--- src/rtl/ilp_pkg.sv ---
// Shared types and constants of the integer literal parser.
package ilp_pkg;

    localparam int ChW   = 8;
    localparam int KindW = 4;
    localparam int ValW  = 64;

    typedef logic [1:0] t_radix;
    localparam t_radix RADIX_BIN = 2'd0;
    localparam t_radix RADIX_OCT = 2'd1;
    localparam t_radix RADIX_DEC = 2'd2;
    localparam t_radix RADIX_HEX = 2'd3;

    typedef logic [KindW-1:0] t_kind;
    localparam t_kind KIND_INVALID  = 4'd0;
    localparam t_kind KIND_INT8     = 4'd1;
    localparam t_kind KIND_INT16    = 4'd2;
    localparam t_kind KIND_INT32    = 4'd3;
    localparam t_kind KIND_INT64    = 4'd4;
    localparam t_kind KIND_UINT8    = 4'd5;
    localparam t_kind KIND_UINT16   = 4'd6;
    localparam t_kind KIND_UINT32   = 4'd7;
    localparam t_kind KIND_UINT64   = 4'd8;
    localparam t_kind KIND_FLOAT    = 4'd9;
    localparam t_kind KIND_OVERFLOW = 4'd10;

    // Classified character as it travels from the front to the back.
    typedef struct packed {
        logic [3:0] digit;     // digit value, meaningful when below sixteen
        logic [3:0] lt_radix;  // bit r set when the digit is valid in radix r
        logic       is_dec;
        logic       is_sign;
        logic       is_minus;
        logic       is_zero;
        logic       is_pfx;    // one of b, o, d, x
        t_radix     pfx_radix;
        logic       is_dot;
        logic       is_i;
        logic       is_u;
        logic       is_e;
        logic       last;
    } t_ilp_cls;

endpackage

--- src/rtl/integer_literal_parser_top.sv ---
// Top level of the radix-prefixed integer literal parser.
//
//  Channel | Direction | tdata (lowest bit up)            | tlast / tuser
//  s       | in        | ch[7:0]                          | tlast = last character
//  m       | out       | kind[3:0], value[67:4], pad zero | none
//
// One character is taken in every clock cycle unless the queue is full; the
// accumulate step (a shift and add by the radix) sits in one stage of the
// back end and sets the rate. A result passes through the classifier queue,
// the end-of-literal snapshot and then the result register. Reset is
// synchronous and active low and clears all control state at once. A stalled
// result keeps the finished literal waiting in the snapshot; the back end
// still takes characters up to the next last character, and the two-entry
// queue keeps taking requests until it fills.
module integer_literal_parser_top (
    input  logic        i_clk,
    input  logic        i_rst_n,
    input  logic        i_s_tvalid,
    output logic        o_s_tready,
    input  logic [7:0]  i_s_tdata,   // ch[7:0]
    input  logic        i_s_tlast,
    output logic        o_m_tvalid,
    input  logic        i_m_tready,
    output logic [71:0] o_m_tdata    // kind[3:0], value[67:4], zero[71:68]
);
    import ilp_pkg::*;

    logic        q_valid, q_ready;
    t_ilp_cls    q_item;
    t_kind       kind;
    logic [63:0] value;

    ilp_front u_front (
        .i_clk     (i_clk),
        .i_rst_n   (i_rst_n),
        .i_valid   (i_s_tvalid),
        .o_ready   (o_s_tready),
        .i_ch      (i_s_tdata),
        .i_last    (i_s_tlast),
        .o_q_valid (q_valid),
        .i_q_ready (q_ready),
        .o_q       (q_item)
    );

    ilp_back u_back (
        .i_clk     (i_clk),
        .i_rst_n   (i_rst_n),
        .i_q_valid (q_valid),
        .o_q_ready (q_ready),
        .i_q       (q_item),
        .o_valid   (o_m_tvalid),
        .i_ready   (i_m_tready),
        .o_kind    (kind),
        .o_value   (value)
    );

    assign o_m_tdata = {4'b0, value, kind};

endmodule

--- src/rtl/ilp_front.sv ---
// Front end: classifies each character and holds it in a two-entry queue.
module ilp_front (
    input  logic              i_clk,
    input  logic              i_rst_n,
    input  logic              i_valid,
    output logic              o_ready,
    input  logic [7:0]        i_ch,
    input  logic              i_last,
    output logic              o_q_valid,
    input  logic              i_q_ready,
    output ilp_pkg::t_ilp_cls o_q
);
    import ilp_pkg::*;

    t_ilp_cls   cls;
    logic [5:0] dval;
    t_ilp_cls   r_q [2];
    logic       r_wp, r_rp;
    logic [1:0] r_cnt;
    logic       push, pop;

    always_comb begin
        if (i_ch >= 8'h30 && i_ch <= 8'h39) begin
            dval = 6'(i_ch - 8'h30);
        end else if (i_ch >= 8'h41 && i_ch <= 8'h5A) begin
            dval = 6'(i_ch - 8'h37);
        end else if (i_ch >= 8'h61 && i_ch <= 8'h7A) begin
            dval = 6'(i_ch - 8'h57);
        end else begin
            dval = 6'd36;
        end
        cls.digit       = dval[3:0];
        cls.lt_radix[0] = dval < 6'd2;
        cls.lt_radix[1] = dval < 6'd8;
        cls.lt_radix[2] = dval < 6'd10;
        cls.lt_radix[3] = dval < 6'd16;
        cls.is_dec      = i_ch >= 8'h30 && i_ch <= 8'h39;
        cls.is_sign     = i_ch == 8'h2B || i_ch == 8'h2D;
        cls.is_minus    = i_ch == 8'h2D;
        cls.is_zero     = i_ch == 8'h30;
        cls.is_pfx      = 1'b1;
        case (i_ch)
            8'h62:   cls.pfx_radix = RADIX_BIN;
            8'h6F:   cls.pfx_radix = RADIX_OCT;
            8'h64:   cls.pfx_radix = RADIX_DEC;
            8'h78:   cls.pfx_radix = RADIX_HEX;
            default: begin
                cls.pfx_radix = RADIX_DEC;
                cls.is_pfx    = 1'b0;
            end
        endcase
        cls.is_dot = i_ch == 8'h2E;
        cls.is_i   = i_ch == 8'h69;
        cls.is_u   = i_ch == 8'h75;
        cls.is_e   = i_ch == 8'h65;
        cls.last   = i_last;
    end

    assign o_ready   = r_cnt != 2'd2;
    assign o_q_valid = r_cnt != 2'd0;
    assign o_q       = r_q[r_rp];
    assign push      = i_valid && o_ready;
    assign pop       = o_q_valid && i_q_ready;

    always_ff @(posedge i_clk) begin
        if (!i_rst_n) begin
            r_wp  <= 1'b0;
            r_rp  <= 1'b0;
            r_cnt <= 2'd0;
        end else begin
            if (push) begin
                r_wp <= ~r_wp;
            end
            if (pop) begin
                r_rp <= ~r_rp;
            end
            r_cnt <= r_cnt + {1'b0, push} - {1'b0, pop};
        end
        if (push) begin
            r_q[r_wp] <= cls;
        end
    end

endmodule

--- src/rtl/ilp_back.sv ---
// Back end: literal state machine, end-of-literal snapshot and result register.
module ilp_back (
    input  logic                 i_clk,
    input  logic                 i_rst_n,
    input  logic                 i_q_valid,
    output logic                 o_q_ready,
    input  ilp_pkg::t_ilp_cls    i_q,
    output logic                 o_valid,
    input  logic                 i_ready,
    output ilp_pkg::t_kind       o_kind,
    output logic [63:0]          o_value
);
    import ilp_pkg::*;

    typedef enum logic [2:0] {
        PH_START, PH_ZERO, PH_PREFIX, PH_DIGITS, PH_SUFFIX, PH_FRAC, PH_EXP, PH_BAD
    } t_phase;

    t_phase      r_phase, n_phase, r_s_phase;
    logic        r_neg, n_neg, r_s_neg;
    t_radix      r_radix, n_radix;
    logic [63:0] r_mag, n_mag, r_s_mag;
    logic        r_ovf, n_ovf, r_s_ovf;
    logic [1:0]  r_sk, n_sk, r_s_sk;
    logic        r_s_v;
    logic        r_out_v;
    t_kind       r_kind, f_kind;
    logic [63:0] r_value, f_value;

    logic [67:0] acc;
    logic        in_radix;
    logic        pop, out_load, snap_free;
    logic [63:0] mag_z, sval;
    logic        sig_ovf;

    assign out_load  = !r_out_v || i_ready;
    assign snap_free = !r_s_v || out_load;
    assign o_q_ready = !i_q.last || snap_free;
    assign pop       = i_q_valid && o_q_ready;
    assign in_radix  = i_q.lt_radix[r_radix];

    // Multiply by the radix with shifts; any carry beyond 64 bits is overflow.
    always_comb begin
        case (r_radix)
            RADIX_BIN: acc = {3'b0, r_mag, 1'b0};
            RADIX_OCT: acc = {1'b0, r_mag, 3'b0};
            RADIX_DEC: acc = {1'b0, r_mag, 3'b0} + {3'b0, r_mag, 1'b0};
            default:   acc = {r_mag, 4'b0};
        endcase
        acc = acc + {64'b0, i_q.digit};
    end

    always_comb begin
        n_phase = r_phase;
        n_neg   = r_neg;
        n_radix = r_radix;
        n_mag   = r_mag;
        n_ovf   = r_ovf;
        n_sk    = r_sk;
        unique case (r_phase)
            PH_START: begin
                if (i_q.is_sign && r_sk == 2'd0) begin
                    n_neg = r_neg | i_q.is_minus;
                    n_sk  = 2'd1;
                end else if (i_q.is_zero) begin
                    n_phase = PH_ZERO;
                    n_sk    = 2'd0;
                end else if (i_q.is_dec) begin
                    n_phase = PH_DIGITS;
                    n_sk    = 2'd0;
                    n_mag   = {60'b0, i_q.digit};
                end else begin
                    n_phase = PH_BAD;
                end
            end
            PH_ZERO: begin
                if (i_q.is_pfx) begin
                    n_radix = i_q.pfx_radix;
                    n_phase = PH_PREFIX;
                end else if (i_q.is_dot) begin
                    n_phase = PH_FRAC;
                end else begin
                    n_phase = PH_BAD;
                end
            end
            PH_PREFIX: begin
                if (in_radix) begin
                    n_phase = PH_DIGITS;
                    n_mag   = {60'b0, i_q.digit};
                end else begin
                    n_phase = PH_BAD;
                end
            end
            PH_DIGITS: begin
                if (in_radix) begin
                    n_mag = acc[63:0];
                    n_ovf = r_ovf | (|acc[67:64]);
                end else if (i_q.is_i) begin
                    n_phase = PH_SUFFIX;
                    n_sk    = 2'd1;
                end else if (i_q.is_u) begin
                    n_phase = PH_SUFFIX;
                    n_sk    = 2'd2;
                end else if (i_q.is_dot) begin
                    n_phase = PH_FRAC;
                end else if (i_q.is_e && r_radix == RADIX_DEC) begin
                    n_phase = PH_EXP;
                    n_sk    = 2'd0;
                end else begin
                    n_phase = PH_BAD;
                end
            end
            PH_FRAC: begin
                if (!in_radix) begin
                    n_phase = PH_BAD;
                end
            end
            PH_EXP: begin
                // The sub-state tracks the exponent tail: empty, digits or
                // sign seen, inner sign waiting for digits, trailing digits.
                case (r_sk)
                    2'd0: begin
                        if (i_q.is_sign || i_q.is_dec) n_sk = 2'd1;
                        else n_phase = PH_BAD;
                    end
                    2'd1: begin
                        if (i_q.is_sign) n_sk = 2'd2;
                        else if (!i_q.is_dec) n_phase = PH_BAD;
                    end
                    2'd2: begin
                        if (i_q.is_dec) n_sk = 2'd3;
                        else n_phase = PH_BAD;
                    end
                    default: begin
                        if (!i_q.is_dec) n_phase = PH_BAD;
                    end
                endcase
            end
            PH_SUFFIX: n_phase = PH_BAD;
            PH_BAD:    n_phase = PH_BAD;
        endcase
    end

    // Result from the snapshot of a finished literal.
    always_comb begin
        f_kind  = KIND_INVALID;
        f_value = 64'b0;
        mag_z   = (r_s_phase == PH_ZERO) ? 64'b0 : r_s_mag;
        sval    = r_s_neg ? (64'b0 - mag_z) : mag_z;
        sig_ovf = r_s_ovf || (r_s_neg ? (mag_z[63] && (|mag_z[62:0])) : mag_z[63]);
        case (r_s_phase)
            PH_FRAC: f_kind = KIND_FLOAT;
            PH_EXP: begin
                if (r_s_sk == 2'd1 || r_s_sk == 2'd3) f_kind = KIND_FLOAT;
            end
            PH_ZERO, PH_DIGITS, PH_SUFFIX: begin
                if (r_s_phase == PH_SUFFIX && r_s_sk == 2'd2) begin
                    if (!r_s_neg) begin
                        if (r_s_ovf) begin
                            f_kind = KIND_OVERFLOW;
                        end else begin
                            f_value = mag_z;
                            if (|mag_z[63:32])      f_kind = KIND_UINT64;
                            else if (|mag_z[31:16]) f_kind = KIND_UINT32;
                            else if (|mag_z[15:8])  f_kind = KIND_UINT16;
                            else                    f_kind = KIND_UINT8;
                        end
                    end
                end else if (sig_ovf) begin
                    f_kind = KIND_OVERFLOW;
                end else begin
                    f_value = sval;
                    if ((&sval[63:7]) || !(|sval[63:7]))        f_kind = KIND_INT8;
                    else if ((&sval[63:15]) || !(|sval[63:15])) f_kind = KIND_INT16;
                    else if ((&sval[63:31]) || !(|sval[63:31])) f_kind = KIND_INT32;
                    else                                        f_kind = KIND_INT64;
                end
            end
            default: f_kind = KIND_INVALID;
        endcase
    end

    always_ff @(posedge i_clk) begin
        if (!i_rst_n) begin
            r_phase <= PH_START;
            r_neg   <= 1'b0;
            r_radix <= RADIX_DEC;
            r_mag   <= 64'b0;
            r_ovf   <= 1'b0;
            r_sk    <= 2'd0;
            r_s_v   <= 1'b0;
            r_out_v <= 1'b0;
        end else begin
            if (pop) begin
                if (i_q.last) begin
                    r_phase <= PH_START;
                    r_neg   <= 1'b0;
                    r_radix <= RADIX_DEC;
                    r_mag   <= 64'b0;
                    r_ovf   <= 1'b0;
                    r_sk    <= 2'd0;
                end else begin
                    r_phase <= n_phase;
                    r_neg   <= n_neg;
                    r_radix <= n_radix;
                    r_mag   <= n_mag;
                    r_ovf   <= n_ovf;
                    r_sk    <= n_sk;
                end
            end
            if (pop && i_q.last) begin
                r_s_v <= 1'b1;
            end else if (out_load) begin
                r_s_v <= 1'b0;
            end
            if (out_load) begin
                r_out_v <= r_s_v;
            end
        end
        if (pop && i_q.last) begin
            r_s_phase <= n_phase;
            r_s_neg   <= n_neg;
            r_s_mag   <= n_mag;
            r_s_ovf   <= n_ovf;
            r_s_sk    <= n_sk;
        end
        if (out_load && r_s_v) begin
            r_kind  <= f_kind;
            r_value <= f_value;
        end
    end

    assign o_valid = r_out_v;
    assign o_kind  = r_kind;
    assign o_value = r_value;

endmodule

--- config.mk ---
export PLATFORM = sky130hd
export DESIGN_NAME = integer_literal_parser_top
export DESIGN_NICKNAME = d
export VERILOG_FILES = /design/src/rtl/ilp_pkg.sv /design/src/rtl/integer_literal_parser_top.sv /design/src/rtl/ilp_front.sv /design/src/rtl/ilp_back.sv
export SDC_FILE = /design/constraint.sdc
export NUM_CORES = 1
export LEC_CHECK = 0
export BUFFER_PORTS_ARGS = -buffer_cell sky130_fd_sc_hd__clkbuf_2
export CAP_MARGIN = 20
export CORE_MARGIN = 3
export CORE_UTILIZATION = 64
export CTS_CLUSTER_SIZE = 16
export DETAILED_ROUTE_END_ITERATION = 7
export PLACE_DENSITY = 0.82
export RECOVER_POWER = 50
export SYNTH_ARGS = -nofsm -noshare
export SYNTH_HDL_FRONTEND = slang
export SYNTH_HIERARCHICAL = 1
export SYNTH_SLANG_ARGS = --single-unit
--- constraint.sdc ---
create_clock -name i_clk -period 9.2 [get_ports i_clk]
set_input_delay 2.76 -clock i_clk [delete_from_list [all_inputs] [get_ports i_clk]]
set_output_delay 2.76 -clock i_clk [all_outputs]
set_load 0.05 [all_outputs]
==> impl_metrics.env <==
export IMPL_die_height_um=195
export IMPL_cts_resized=0
export IMPL_critPathRequiredTime_ns=9.27
export IMPL_yosys_area_top_type_share_pct=23.5
export IMPL_critical_path_cell_chain="clkbuf_2 > nor2b_1 > nand3_1 > and2_0 > nand2_1 > clkinv_1 > clkbuf_1"
export IMPL_vias_per_cell=7.22
export IMPL_initial_core_util_pct=65.6
export IMPL_critPathSlowestCell="clkbuf_1"
export IMPL_run_status="finished, violations left"
export IMPL_reg2regPathDepth=10
export IMPL_fin_area_mm2=0.0241
export IMPL_hp_start="u_back/r_neg$_SDFFE_PN0P_"
export IMPL_ant_nets=0
export IMPL_worstPathArrival_ns=6.35
export IMPL_synth_area_mm2=0.0229
export IMPL_endpoint_kind="flop"
export IMPL_synth_top_flop_cell="edfxtp_1"
export IMPL_slew_viol_final=281
export IMPL_drive_gt1_share_pct=6.10
export IMPL_finalSetupTns_ns=0
export IMPL_placedInstanceArea_mm2=0.0233
export IMPL_hold_depth=2
export IMPL_yosysMostFrequentCell="nand2_1"
export IMPL_ir_drop_v=0.000216
export IMPL_n_antenna_cell=0
export IMPL_nets=2924
export IMPL_first_pass_iters=6
export IMPL_max_stage_delay_ns=2.52
export IMPL_post_cts_buffers=0
export IMPL_slew_headroom_pct=-140
export IMPL_pwr_density_cell_mw_per_mm2=189
export IMPL_port_buffers=82
export IMPL_syn_avg_cell_area_um2=7.91
export IMPL_critPathKind="in -> reg"
export IMPL_insertion_delay_ns=0.56
export IMPL_synthToLayoutAreaGrowth_pct=5.35
export IMPL_antenna_found_initial=1
export IMPL_initialDrtViolationCount=3546
export IMPL_violations="max-capacitance violations, max-slew violations"
export IMPL_synth_edf_count=179
export IMPL_grt_max_degree=87
export IMPL_hp_class="reg -> reg"
export IMPL_drc=0
export IMPL_grt_pass1_wl_mm=120
export IMPL_cts_tree="yes"
export IMPL_worst_r2r_setup_slack_ns=2.93
export IMPL_fin_skew_ns=0.0156
export IMPL_cts_buffer_depth=3
export IMPL_maxCapViolations=4
export IMPL_worstMarginPinSlew_ns=3.61
export IMPL_grt_overflow=0
export IMPL_r2r_end="u_back/r_mag[0]$_SDFFE_PN0P_"
export IMPL_critPathMaxFanout=71
export IMPL_whs_endpoint="u_back/r_neg$_SDFFE_PN0P_"
export IMPL_clkSinkCount=259
export IMPL_hold_buffers=0
export IMPL_ys_seq_area_share_pct=30.5
export IMPL_ios=87
export IMPL_setup_viol_count_final=0
export IMPL_fin_crit_sh_pct=68.2
export IMPL_numCtsBuffers=27
export IMPL_synth_common_cells="340 x nand2_1, 288 x nor2_1, 229 x a21oi_1"
export IMPL_drt_wl_total_mm=77.1
export IMPL_cp_top_family="buffers and inverters"
export IMPL_grt_pass1_vias=21700
export IMPL_die_area_mm2=0.0381
export IMPL_final_fill_count=2931
export IMPL_cp_start_kind="input port"
export IMPL_ys_ff_latch=259
export IMPL_wl_per_cell_um=23.3
export IMPL_grt_usage_pct=38.5
export IMPL_fmax_mhz=159
export IMPL_p_leak_nw=8.29
export IMPL_num_rows=68
export IMPL_die_width_um=195
export IMPL_synth_area_leader_cell="edfxtp_1"
export IMPL_rsz0062_at_grt="false"
export IMPL_synth_warnings=6
export IMPL_synth_distinct_cells=98
export IMPL_final_hold_viol_count=0
export IMPL_fp_coreArea_mm2=0.0349
export IMPL_async_flop_share_pct=0
export IMPL_place_gp_congestion=1.06
export IMPL_period_minus_slack_ns=6.28
export IMPL_hpwl_mm=56.8
export IMPL_path_clk_slew_ns=0.06
export IMPL_synthCells=2893
export IMPL_synth_area_leaders="edfxtp_1 23%, dfxtp_1 7.0%, nand2_1 5.6%, a21oi_1 5.0%, nor2_1 4.7%"
export IMPL_dr_total_vias=23900
export IMPL_root_buffer="clkbuf_16"
export IMPL_htreeDepth=1
export IMPL_path_buf_inv=3
==> report_power, final <==
part | switching, W | total, W | internal [W]
Sequential | 0.000196 | 0.00169 | 0.00150
Clock | 0.000464 | 0.00106 | 0.000594
Combinational | 0.00130 | 0.00180 | 0.000494
Total | 0.00196 | 0.00455 | 0.00258
==> cell type report <==
cell class | count | area [um2] | area share, %
multi-input cells | 2380 | 15000 | 62.1
flip-flops and latches | 259 | 6980 | 29.0
clock buffers | 34 | 733 | 3.04
well taps | 455 | 569 | 2.36
repair buffers | 115 | 563 | 2.34
inverters | 49 | 184 | 0.763
clock inverters | 14 | 106 | 0.441
==> logic make-up (layout without fill, tap and decap cells) <==
family / after synthesis / after routing / share of synthesized area, %
and+or+nand+nor: 1172 / 1172 / 25.2
AOI/OAI and AO/OA: 914 / 914 / 26.2
DFF: 259 / 259 / 30.5
buffers and inverters: 257 / 212 / 4.48
xor gates and xnor gates: 129 / 129 / 4.94
muxes: 82 / 82 / 4.32
adders and majority gates: 79 / 79 / 4.38
other: 1 / 4 / 0.0164
==> metal layers <==
metal	share of wire, %	GRT usage (%)
met4	4.3	14.0
met1	40	54.9
met3	14	7.88
met2	42	58.2
met5	0.017	0
==> through the flow <==
stage	std cells	hold slack [ns]	util [%]	total power [W]	setup WS, ns
floorplan	2896	0.439	-	0.00293	2.83
global placement	3255	0.452	66.9	0.00341	3.46
detailed placement	3255	0.474	66.9	0.00344	3.42
CTS	3303	0.488	69.3	0.00450	3.38
global route	3306	0.501	69.1	0.00475	2.61
finish	3306	0.497	69.1	0.00455	2.92
==> worst max path at each step <==
stage                     slack (ns)  cells after the start                           end                           start
final                           2.92                      7  u_back/r_s_mag[53]$_DFFE_PP_                      i_m_tready
after global routing            2.61                      7  u_back/r_s_mag[58]$_DFFE_PP_                      i_m_tready
after CTS                       3.38                     15    u_back/o_kind[0]$_DFFE_PP_   u_back/r_s_phase[1]$_DFFE_PP_
after detailed placement        3.42                     15    u_back/o_kind[0]$_DFFE_PP_   u_back/r_s_phase[1]$_DFFE_PP_
after global placement          3.46                     15    u_back/o_kind[0]$_DFFE_PP_   u_back/r_s_phase[1]$_DFFE_PP_
after floorplan                 2.83                     24      u_back/r_s_ovf$_DFFE_PP_  u_back/r_radix[0]$_SDFFE_PN0P_
==> flip-flops by register name, indices dropped and copies added, names as in the netlist, 2 cells and up, named ones only <==
| register | cells |
|---|---|
| u_back/r_s_mag | 64 |
| u_back/o_kind | 4 |
| u_back/r_radix | 2 |
| u_back/r_phase | 3 |
| u_back/r_s_sk | 2 |
| u_back/o_value | 64 |
| u_front/r_cnt | 2 |
| u_back/r_s_phase | 3 |
| u_back/r_mag | 64 |
| u_front/r_q | 40 |
| u_back/r_sk | 2 |
==> worst register-to-register path: cells and delay by family (launching register included) <==
family	cells	cell delay (ns)
flip-flops	1	0.31
multiplexers	2	1.06
buffers and inverters	2	3.06
AO/OA/AOI/OAI	3	1.38
AND/OR/NAND/NOR	3	0.35
==> layout by cell type, fill, tap and decap left out, types with 26 or more instances in the layout <==
cell type and n:
a211oi_1 26, a21o_1 37, a21oi_1 228, a22oi_1 97, a31oi_1 32, clkbuf_1 87
clkbuf_16 28, dfxtp_1 78, edfxtp_1 179, ha_1 77, inv_1 47, mux2_2 34
mux2i_1 37, nand2_1 339, nand2b_1 28, nand3_1 67, nand4_1 75, nor2_1 285
nor2b_1 80, nor3_1 84, nor4_1 42, o21ai_0 214, o31ai_1 32, or3_1 29
xnor2_1 73, xor2_1 56
(Power assumes the default switching activity.)
